File: src/design/bhrb_pkg.sv
`timescale 1ns / 1ps
`default_nettype none

package bhrb_pkg;

   localparam int DEPTH        = 256;
   localparam int BURST_MAX    = 16;
   localparam int HANDLE_WIDTH = 32;

   // fixed field widths
   localparam int HANDLE_W = 32;
   localparam int COUNT_W  = 5;
   localparam int SIZE_W   = 9;
   localparam int LEFT_W   = 9;
   localparam int STATUS_W = 2;

   // packed stream widths
   localparam int REQ_DATA_W = ((HANDLE_W + COUNT_W + 7) / 8) * 8;
   localparam int RSP_DATA_W = ((HANDLE_W + LEFT_W + 7) / 8) * 8;
   localparam int RSP_USER_W = 1 + STATUS_W;

   // derived storage widths
   localparam int ADDR_W = $clog2(DEPTH);
   localparam int OCC_W  = $clog2(DEPTH + 1);
   localparam int BCNT_W = $clog2(BURST_MAX + 1);
   localparam int CMP_W  = (OCC_W > SIZE_W) ? OCC_W : SIZE_W;
   localparam int MIN_W  = OCC_W + BCNT_W + COUNT_W;

   localparam logic MODE_PUSH = 1'b0;
   localparam logic MODE_GET  = 1'b1;

   localparam logic [STATUS_W-1:0] ST_OK    = 2'd0;
   localparam logic [STATUS_W-1:0] ST_EMPTY = 2'd1;
   localparam logic [STATUS_W-1:0] ST_FULL  = 2'd2;

   typedef enum logic {
      S_IDLE,
      S_BURST
   } state_type;

   typedef struct packed {
      logic push;     // push item accepted
      logic empty;    // get item accepted, nothing to hand out
      logic start;    // get item accepted, burst begins
      logic issue;    // read next slot
      logic consume;  // move read data into the output register
   } cmd_type;

   typedef struct packed {
      logic get_zero;   // clamped burst size of the offered item is zero
      logic rsp_busy;   // output register holds a result
      logic pend;       // read data waiting at the RAM output
      logic pend_last;  // that data is the final handle of the burst
      logic issue_nz;   // reads still to issue
   } sts_type;

endpackage

`default_nettype wire

File: src/design/bhrb_ctrl.sv
`timescale 1ns / 1ps
`default_nettype none

module bhrb_ctrl
   import bhrb_pkg::*;
(
   input  wire logic    clock,
   input  wire logic    reset,
   input  wire logic    req_tvalid,
   input  wire logic    req_mode,
   output logic         req_tready,
   input  wire logic    rsp_tready,
   input  wire sts_type sts,
   output cmd_type      cmd
);

   state_type state_ff, state_in;
   logic      out_free;

   always_ff @(posedge clock) begin
      if (reset) begin
         state_ff <= S_IDLE;
      end else begin
         state_ff <= state_in;
      end
   end

   always_comb begin
      out_free   = !sts.rsp_busy || rsp_tready;
      state_in   = state_ff;
      req_tready = 1'b0;
      cmd        = '0;
      case (state_ff)
         S_IDLE: begin
            req_tready = out_free;
            if (req_tvalid && out_free) begin
               if (req_mode == MODE_PUSH) begin
                  cmd.push = 1'b1;
               end else if (sts.get_zero) begin
                  cmd.empty = 1'b1;
               end else begin
                  cmd.start = 1'b1;
                  state_in  = S_BURST;
               end
            end
         end
         S_BURST: begin
            cmd.consume = sts.pend && out_free;
            cmd.issue   = sts.issue_nz && (!sts.pend || out_free);
            if (cmd.consume && sts.pend_last) begin
               state_in = S_IDLE;
            end
         end
         default: begin
            state_in = S_IDLE;
         end
      endcase
   end

endmodule

`default_nettype wire

File: config.mk
export PLATFORM = sky130hd
export DESIGN_NAME = bhrb_ctrl
export DESIGN_NICKNAME = d
export VERILOG_FILES = /design/src/design/bhrb_pkg.sv /design/src/design/bhrb_ctrl.sv
export SDC_FILE = /design/constraint.sdc
export NUM_CORES = 1
export LEC_CHECK = 0
export BUFFER_PORTS_ARGS = -buffer_cell sky130_fd_sc_hd__buf_2
export CORE_AREA = 2 2 39 41
export CTS_BUF_LIST = sky130_fd_sc_hd__clkbuf_4
export CTS_CLUSTER_SIZE = 16
export DETAILED_ROUTE_END_ITERATION = 8
export DIE_AREA = 0 0 41 43
export PLACE_DENSITY_LB_ADDON = 0.3
export SLEW_MARGIN = 20
export SYNTH_ARGS = -nofsm -noshare
export SYNTH_HDL_FRONTEND = slang
export SYNTH_SLANG_ARGS = --single-unit
File: constraint.sdc
create_clock -name clock -period 1.4 [get_ports clock]
set_clock_uncertainty 0.2 [all_clocks]
set_input_delay 0.14 -clock clock [delete_from_list [all_inputs] [get_ports clock]]
set_output_delay 0.14 -clock clock [all_outputs]
set_load 0.01 [all_outputs]
==> impl_metrics.yaml, run 1 <==
status:
  status: "finished clean"
power:
  power_mw: 0.07591
  p_leak_nw: 0.1189
  ir_worst_vdd_mv: 0.09584
  p_per_area_mw_per_mm2: 365.5
grt:
  grt_overflow: 0
  grt_antenna_before_repair: 0
  grt_max_degree: 5
  first_global_vias: 151
  track_usage_pct: 3.600
  grt_pass1_wl_um: 489
sta:
  relSlewSlack_pct: 81.79
  setup_violations: 0
  timing.final.ws_setup_ps: 306.6
  tns_ps: 0
  worst_pin_slew_ps: 269.6
  rsz0062_at_grt: "no"
  period_share_pct: 78.10
  post-route-min-period_ps: 1093
  slew_violations: 0
  finalHoldViolations: 0
  clock.fmax_mhz: 914.5
  worst_hold_slack_ps: 159.3
placed_design:
  port_buffers: 15
  hpwl_um: 326.6
  placed_area_sq_um: 207.7
  gp_congestion: 0.5656
  dp.cells: 47
  place_ws_ps: 287.6
route:
  drt-pass1-iter-count: 1
  drt_iter0_drc: 0
  via_per_inst: 3.404
  wl_um: 334
  vias: 160
  drtAntennaViolNets: 0
  drc: 0
  wl_per_cell_um: 7.106
critical_path:
  startpoint_type: "input pin"
  setup.worst_path.end_class: "flip-flop"
  cp_max_fo: 3
  crit_type: "in -> reg"
  cp.arrival_ps: 780
  slowest_stage: "a311o_1"
  crit_path_cell_trace: "buf_2 > nand2b_4 > a311o_1 > o41ai_1"
  cpLargestDelayFamily: "compound AO/OA/AOI/OAI gates"
  max_stage_delay_ps: 340
  crit_buf_inv: 1
  cp.required_ps: 1090
yosys:
  synthCells: 16
  postSynthAreaPerCell_sq_um: 7.038
  ys_ff_latch: 1
  synthesis.nets: 26
  synth.distinct_cells: 13
  synth_warnings: 0
  netlist_area_sq_um: 112.6
  ys_seq_area_share_pct: 17.78
die:
  start_util_pct: 8.137
  io_pins: 16
  die_h_um: 43
  rows: 14
  core-area_sq_mm: 0.001384
  die_w_um: 41
  die_area_sq_mm: 0.001763
cells_and_area:
  final_util_pct: 15.01
  regArea_sq_um: 20.02
  regMostFlops: "state_ff"
  n_antenna_cell: 0
  drive_above_1_share_pct: 54.84
  syn2layout_area_growth_pct: 84.44
  multiInputGateArea_sq_um: 85.08
  stdcell_area_sq_um: 207.7
  final_nets: 43
  nFillCells: 167
  top_regs: "state_ff: 1 flops"
  largest_reg_flops: 1
  final_cells: 47
clock_network:
  cts_hold_buffers: 0
  path_clk_slew_ps: 0
  clock_latency_ps: 0
  cts_resized: 0
  post_cts_buffers: 0
worst_hold_path:
  hold_path_class: "in -> reg"
job:
  cap_violations: 0
worst reg2reg max path: cells and delay by family (launching register included):
family | cells | cell delay (ps)
AO/OA/AOI/OAI | 2 | 330
buffers and inverters | 1 | 100
flip-flops | 1 | 340
metal layers:
metal  routed length (um)  track usage (%)  vias up  part of all wire, %
li1                     -                -       87                    -
met1                  103            2.857       68                   31
met2                  189            7.813        5                   57
met3                   40            1.047        0                   12
met4                    0                0        0                    0
met5                    0                0        -                    0
layout make-up:
class | instances | area share, %
inverters | 2 | 3.614
multi-input cells | 13 | 40.96
flip-flops and latches | 1 | 9.639
well taps | 16 | 9.639
repair buffers | 15 | 36.14
synthesized netlist by cell type, drive strengths merged:
master,n,area share [%]
and3,1,5.6
nand2,2,6.7
clkinv,1,3.3
and2b,1,6.7
nand3,1,8.9
a311o,1,8.9
inv,1,3.3
a21oi,1,4.4
nor3,1,4.4
nor2,3,10
o41ai,1,7.8
nand2b,1,12
dfxtp,1,18
power breakdown:
group / leakage [nW] / internal (mW) / total (mW) / switching [mW]
Combinational: 0.111 / 0.0222 / 0.0443 / 0.0221
Sequential: 0.00815 / 0.0305 / 0.0316 / 0.00116
Clock: 0 / 0 / 0 / 0
path summary, 6_finish.rpt:
check | start | end | slack, ps | cells past startpoint
max reg2reg | state_ff | state_ff | 310 | 3
min reg2reg | state_ff | state_ff | 390 | 3
max | rsp_tready | state_ff | 310 | 4
min | reset | state_ff | 160 | 2
layout by cell type, fill, tap and decap left out, drive strengths merged:
cell,n
nand2b,1
clkinv,1
nor3,1
and2b,1
buf,15
nand3,1
a311o,1
dfxtp,1
nor2,3
inv,1
o41ai,1
nand2,2
a21oi,1
and3,1
kinds of logic after synthesis:
family          share of synthesized area, %
compound gates                         21.11
simple gates                           54.45
flops                                  17.78
buf+inv                                6.660
Note: power is estimated with default switching activity, not from simulation.
==> inputs of run 2 (changes only) <==
Settings changed: ABC_AREA from default to 1.
Clock period 1.4 ns to 1 ns, I/O delays scaled along.
==> run 2 against run 1 <==
Effect of this change: the run now ends with setup timing left; power rose by 90%; via count rose by 23%; die area did not move; design area rose by 44%; sequential share of layout area fell by 2.5 points; area after synthesis rose by 14%; routed wire length rose by 29%; utilization rose by 6.6 points; highest routed layer unchanged; global-route usage rose by 1.0 points; worst setup slack got worse by 340 ps; hold slack got worse by 99 ps; flip-flop and latch count did not move.
==> impl_metrics.yaml, run 2 <==
status:
  status: "finished with violations"
  violations: "setup timing"
power:
  p_switching_mw: 0.04843
  seq_power_share_pct: 30.7
  p_per_area_mw_per_mm2: 481.5
  clkPwrFrac_pct: 0
  pwr-share-comb_pct: 69.3
  sw_frac_of_total_pct: 33.64
  intPower_mw: 0.09554
  ir_worst_vdd_mv: 0.1876
  p_leak_nw: 0.1648
cells_and_area:
  layout_common_cells: "13 x buf_2, 5 x buf_4, 4 x nand2_2"
  final_util_pct: 21.61
  top_regs: "state_ff: 1 flops"
  largest_reg_flops: 1
  syn2layout_area_growth_pct: 132.0
  n_antenna_cell: 0
  layout_commonest_cell: "buf_2"
  final_cells: 58
  regMostFlops: "state_ff"
  final_nets: 54
  drive_above_1_share_pct: 80.95
yosys:
  ys_ff_latch: 1
  postSynthAreaPerCell_sq_um: 5.858
  yosysMostFrequentCell: "inv_1"
  synth_warnings: 0
  synthesis.nets: 32
  async_flop_share_pct: 0
  synth-edff-count: 0
  synth.distinct_cells: 12
  yosys_most_used_dff: "dfxtp_1"
  ys_seq_area_share_pct: 15.53
  synth_top_area_cell: "dfxtp_1"
  netlist_area_sq_um: 128.9
  synth_area_leaders: "dfxtp_1 16%, inv_1 15%, a21oi_2 14%"
  synth_common_cells: "5 x inv_1, 4 x nand2_1, 3 x nand3_1"
  yosys.area.top_type_share_pct: 15.53
  synthCells: 22
grt:
  track_usage_pct: 4.600
  grt_pass1_wl_um: 607
  grt_antenna_before_repair: 0
  grt_max_degree: 4
  first_global_vias: 169
  grt_overflow: 0
sta:
  rsz0062_at_grt: "yes"
  period_share_pct: 103.4
  worst_hold_slack_ps: 60.53
  worst_pin_slew_ps: 137.6
  finalHoldViolations: 0
  relSlewSlack_pct: 90.75
  slew_violations: 0
  tns_ps: -48.43
  setup_violations: 2
  timing.final.ws_setup_ps: -33.78
  clock.fmax_mhz: 967.3
  post-route-min-period_ps: 1034
placed_design:
  gp_congestion: 0.6727
  port_buffers: 15
  place_ws_ps: -68.69
  hpwl_um: 380.2
  dp.cells: 56
die:
  die_w_um: 41
  core-area_sq_mm: 0.001384
  die_area_sq_mm: 0.001763
  die_h_um: 43
  start_util_pct: 9.313
  io_pins: 16
  rows: 14
critical_path:
  cp.required_ps: 700
  cp.arrival_ps: 730
  reg2reg_from: "state_ff"
  startpoint_type: "flip-flop"
  setup.worst_path.end_class: "output pin"
  crit_type: "reg -> out"
  cp_max_fo: 3
  crit_path_start: "state_ff"
clock_network:
  clock_latency_ps: 0
  path_clk_slew_ps: 0
  cts_hold_buffers: 0
route:
  wl_per_cell_um: 7.414
  drt-pass1-iter-count: 2
  drc: 0
  drt_iter0_drc: 2
  wl_um: 430
  via_per_inst: 3.397
  vias: 197
  drtAntennaViolNets: 0
worst_hold_path:
  worstHoldStart: "reset"
  hold_path_class: "in -> reg"
job:
  cap_violations: 0
[run 2: repair_timing]
action                     CTS  global route
setup endpoints to repair    6             6
pin swaps                    4             2
gates resized for setup      9             3
buffers inserted             1             1
[run 2: area by class of cell]
class	count	area [sq um]
flip-flops and latches	1	21.27
repair buffers	20	125.1
inverters	6	25.02
well taps	16	20.02
multi-input cells	15	107.6
fillers	166	1085
[run 2: cells by family after synthesis]
logic type / count (synthesis) / synth area share [%]
buf+inv: 6 / 17.47
flops: 1 / 15.53
simple gates: 12 / 49.51
compound gates: 3 / 17.47
[run 2: final timing paths]
kind              endpoint  slack [ps]  depth (start not counted)
setup / recovery    cmd[2]         -30                          6
setup reg to reg  state_ff          50                          5
hold / removal    state_ff          60                          2
hold reg to reg   state_ff         420                          3
[run 2: through the flow]
stage	cell area, sq um	total power [mW]
after floorplan	128.9	0.07742
after global placement	246.5	0.1206
after detailed placement	246.5	0.1212
after CTS	286.5	0.1388
after global routing	299.0	0.1528
final	299.0	0.1440
[run 2: routing by layer]
metal	global-route usage, %	wire (um)
met5	0	0
met3	0	38
met1	6.667	194
met2	7.813	197
met4	0	0
[run 2: power by group through the flow]
stage	logic, mW	clock network, mW	registers (mW)
finish	0.0997	0	0.0443
CTS	0.0945	0	0.0443
floorplan	0.0331	0	0.0443
global route	0.108	0	0.0446
detailed placement	0.0773	0	0.0440
global placement	0.0768	0	0.0438
[run 2: critical path, cell delays in order (launching register included)]
cell and delay, ps:
dfxtp_2 310, inv_2 50, nand2_2 50, nor2_2 90
nand2_2 70, inv_1 50, buf_2 110
==> inputs of run 3 (changes only) <==
Settings changed: PLACE_DENSITY from default to 0.34, PLACE_DENSITY_LB_ADDON 0.3 to default.
==> run 3 against run 2 <==
Effect of this change: the run still ends with setup timing left; global-route usage is 0.10 points lower; routed wire length is 4.0% lower; fmax is 0.91% lower; combinational power is 3.5% lower; register-to-register slack worse by 30 ps; die area stayed put; worst setup slack worse by 9.5 ps; sequential share of layout area is 0.090 points higher; highest routed layer unchanged; largest cell class unchanged; sequential power hardly changed; hold slack worse by 5.9 ps.
==> impl_metrics.yaml, run 3 (same netlist as run 2, synthesis figures left out) <==
grt:
  first_global_vias: 164
  grt_max_degree: 4
  track_usage_pct: 4.500
  grt_pass1_wl_um: 600
  grt_overflow: 0
  grt_antenna_before_repair: 0
sta:
  timing.final.ws_setup_ps: -43.27
  worst_pin_slew_ps: 152.9
  tns_ps: -93.78
  finalHoldViolations: 0
  slew_violations: 0
  setup_violations: 3
  clock.fmax_mhz: 958.5
  relSlewSlack_pct: 89.73
  period_share_pct: 104.3
  post-route-min-period_ps: 1043
  rsz0062_at_grt: "yes"
critical_path:
  worstSetupPathDepth: 6
  max_stage_delay_ps: 310
  startpoint_type: "flip-flop"
  setup.worst_path.end_class: "output pin"
  cp.required_ps: 700
  crit_buf_inv: 3
  reg2reg_from: "state_ff"
  slowest_stage: "dfxtp_2"
  crit_path_cell_trace: "inv_2 > nand2_2 > nor2_2 > nand2_2 > inv_2 > buf_6"
  cp-endpoint: "cmd[2]"
  ff2ff_path_depth: 5
  crit_type: "reg -> out"
  cp_max_fo: 3
  cpLargestDelayFamily: "flip-flops"
  r2r_slack_ps: 20
  cp.arrival_ps: 740
  crit_path_start: "state_ff"
  reg2reg_to: "state_ff"
die:
  io_pins: 16
  core-area_sq_mm: 0.001384
  rows: 14
  die_h_um: 43
  die_area_sq_mm: 0.001763
  start_util_pct: 9.313
  die_w_um: 41
route:
  drt_iter0_drc: 0
  vias: 195
  wl_um: 413
  route.met3.wl_um: 55
  m1WireLength_um: 157
  drt-pass1-iter-count: 1
  via_per_inst: 3.421
  drc: 0
  drtAntennaViolNets: 0
  top_layer: "met3"
  wl_per_cell_um: 7.246
  wl_met2_um: 200
power:
  ir_worst_vdd_mv: 0.1298
  p_per_area_mw_per_mm2: 475.7
  p_leak_nw: 0.1577
cells_and_area:
  top_regs: "state_ff: 1 flops"
  layout_common_cells: "12 x buf_2, 4 x inv_2, 4 x nand2_2, 4 x buf_4"
  largest_reg_flops: 1
  final_cells: 57
  multiInputGateArea_sq_um: 107.6
  regMostFlops: "state_ff"
  n_antenna_cell: 0
  final_nets: 53
  regArea_sq_um: 21.27
  layout_commonest_cell: "buf_2"
  drive_above_1_share_pct: 82.93
  nFillCells: 168
  syn2layout_area_growth_pct: 129.1
clock_network:
  clock_latency_ps: 0
  path_clk_slew_ps: 0
  cts_hold_buffers: 0
worst_hold_path:
  hold_path_class: "in -> reg"
job:
  cap_violations: 0
placed_design:
  gp_congestion: 0.6813
  port_buffers: 15
  hpwl_um: 377.3
  dp.cells: 56
status:
  violations: "setup timing"
  status: "finished with violations"
-- run 3: worst min path at each step --
stage | from | to | slack, ps | cells after the start
final | reset | state_ff | 50 | 2
after global routing | reset | state_ff | 60 | 2
after CTS | reset | state_ff | 60 | 2
after detailed placement | reset | state_ff | 70 | 2
after global placement | reset | state_ff | 70 | 2
after floorplan | reset | state_ff | -40 | 1
-- run 3: final cells by class --
| type | instances | area share [%] |
|---|---|---|
| sequential | 1 | 7.203 |
| inverter | 6 | 7.627 |
| timing repair buffer | 19 | 41.95 |
| multi-input combinational | 15 | 36.44 |
| tap | 16 | 6.780 |
-- run 3: repair_timing --
action | 4_1_cts | 5_1_grt
buffers inserted | 1 | 0
gates resized for setup | 4 | 9
pin swaps | 1 | 3
endpoints found under the setup margin | 4 | 7
-- run 3: worst reg2reg max path: stages (launching register included) --
cell and delay (ps):
dfxtp_2 310, inv_2 50, nand2_2 60, nor2_2 110, nand2_2 70, a21oi_2 110
-- run 3: layer usage --
metal,GRT usage [%],up-vias
met5,0,-
met4,0,0
met3,1.571,0
met2,7.187,6
met1,6.032,82
li1,-,107
-- run 3: where the power goes --
group	internal, mW	total (mW)	switching (mW)
sequential	0.0428	0.0443	0.00144
clock	0	0	0
combinational	0.0511	0.0962	0.0451
-- run 3: per-stage QoR --
step / utilization (%) / setup slack (ps) / total power, mW / area, sq um / hold slack [ps]
after detailed placement: 17.81 / -56.60 / 0.1209 / 246.5 / 65.46
after CTS: 19.35 / -45.52 / 0.1291 / 267.8 / 58.04
after global placement: 17.81 / -58.85 / 0.1215 / 246.5 / 66.66
final: 21.34 / -43.27 / 0.1405 / 295.3 / 54.65
after global routing: 21.34 / -85.09 / 0.1485 / 295.3 / 62.05
after floorplan: - / 23.92 / 0.07742 / 128.9 / -37.56
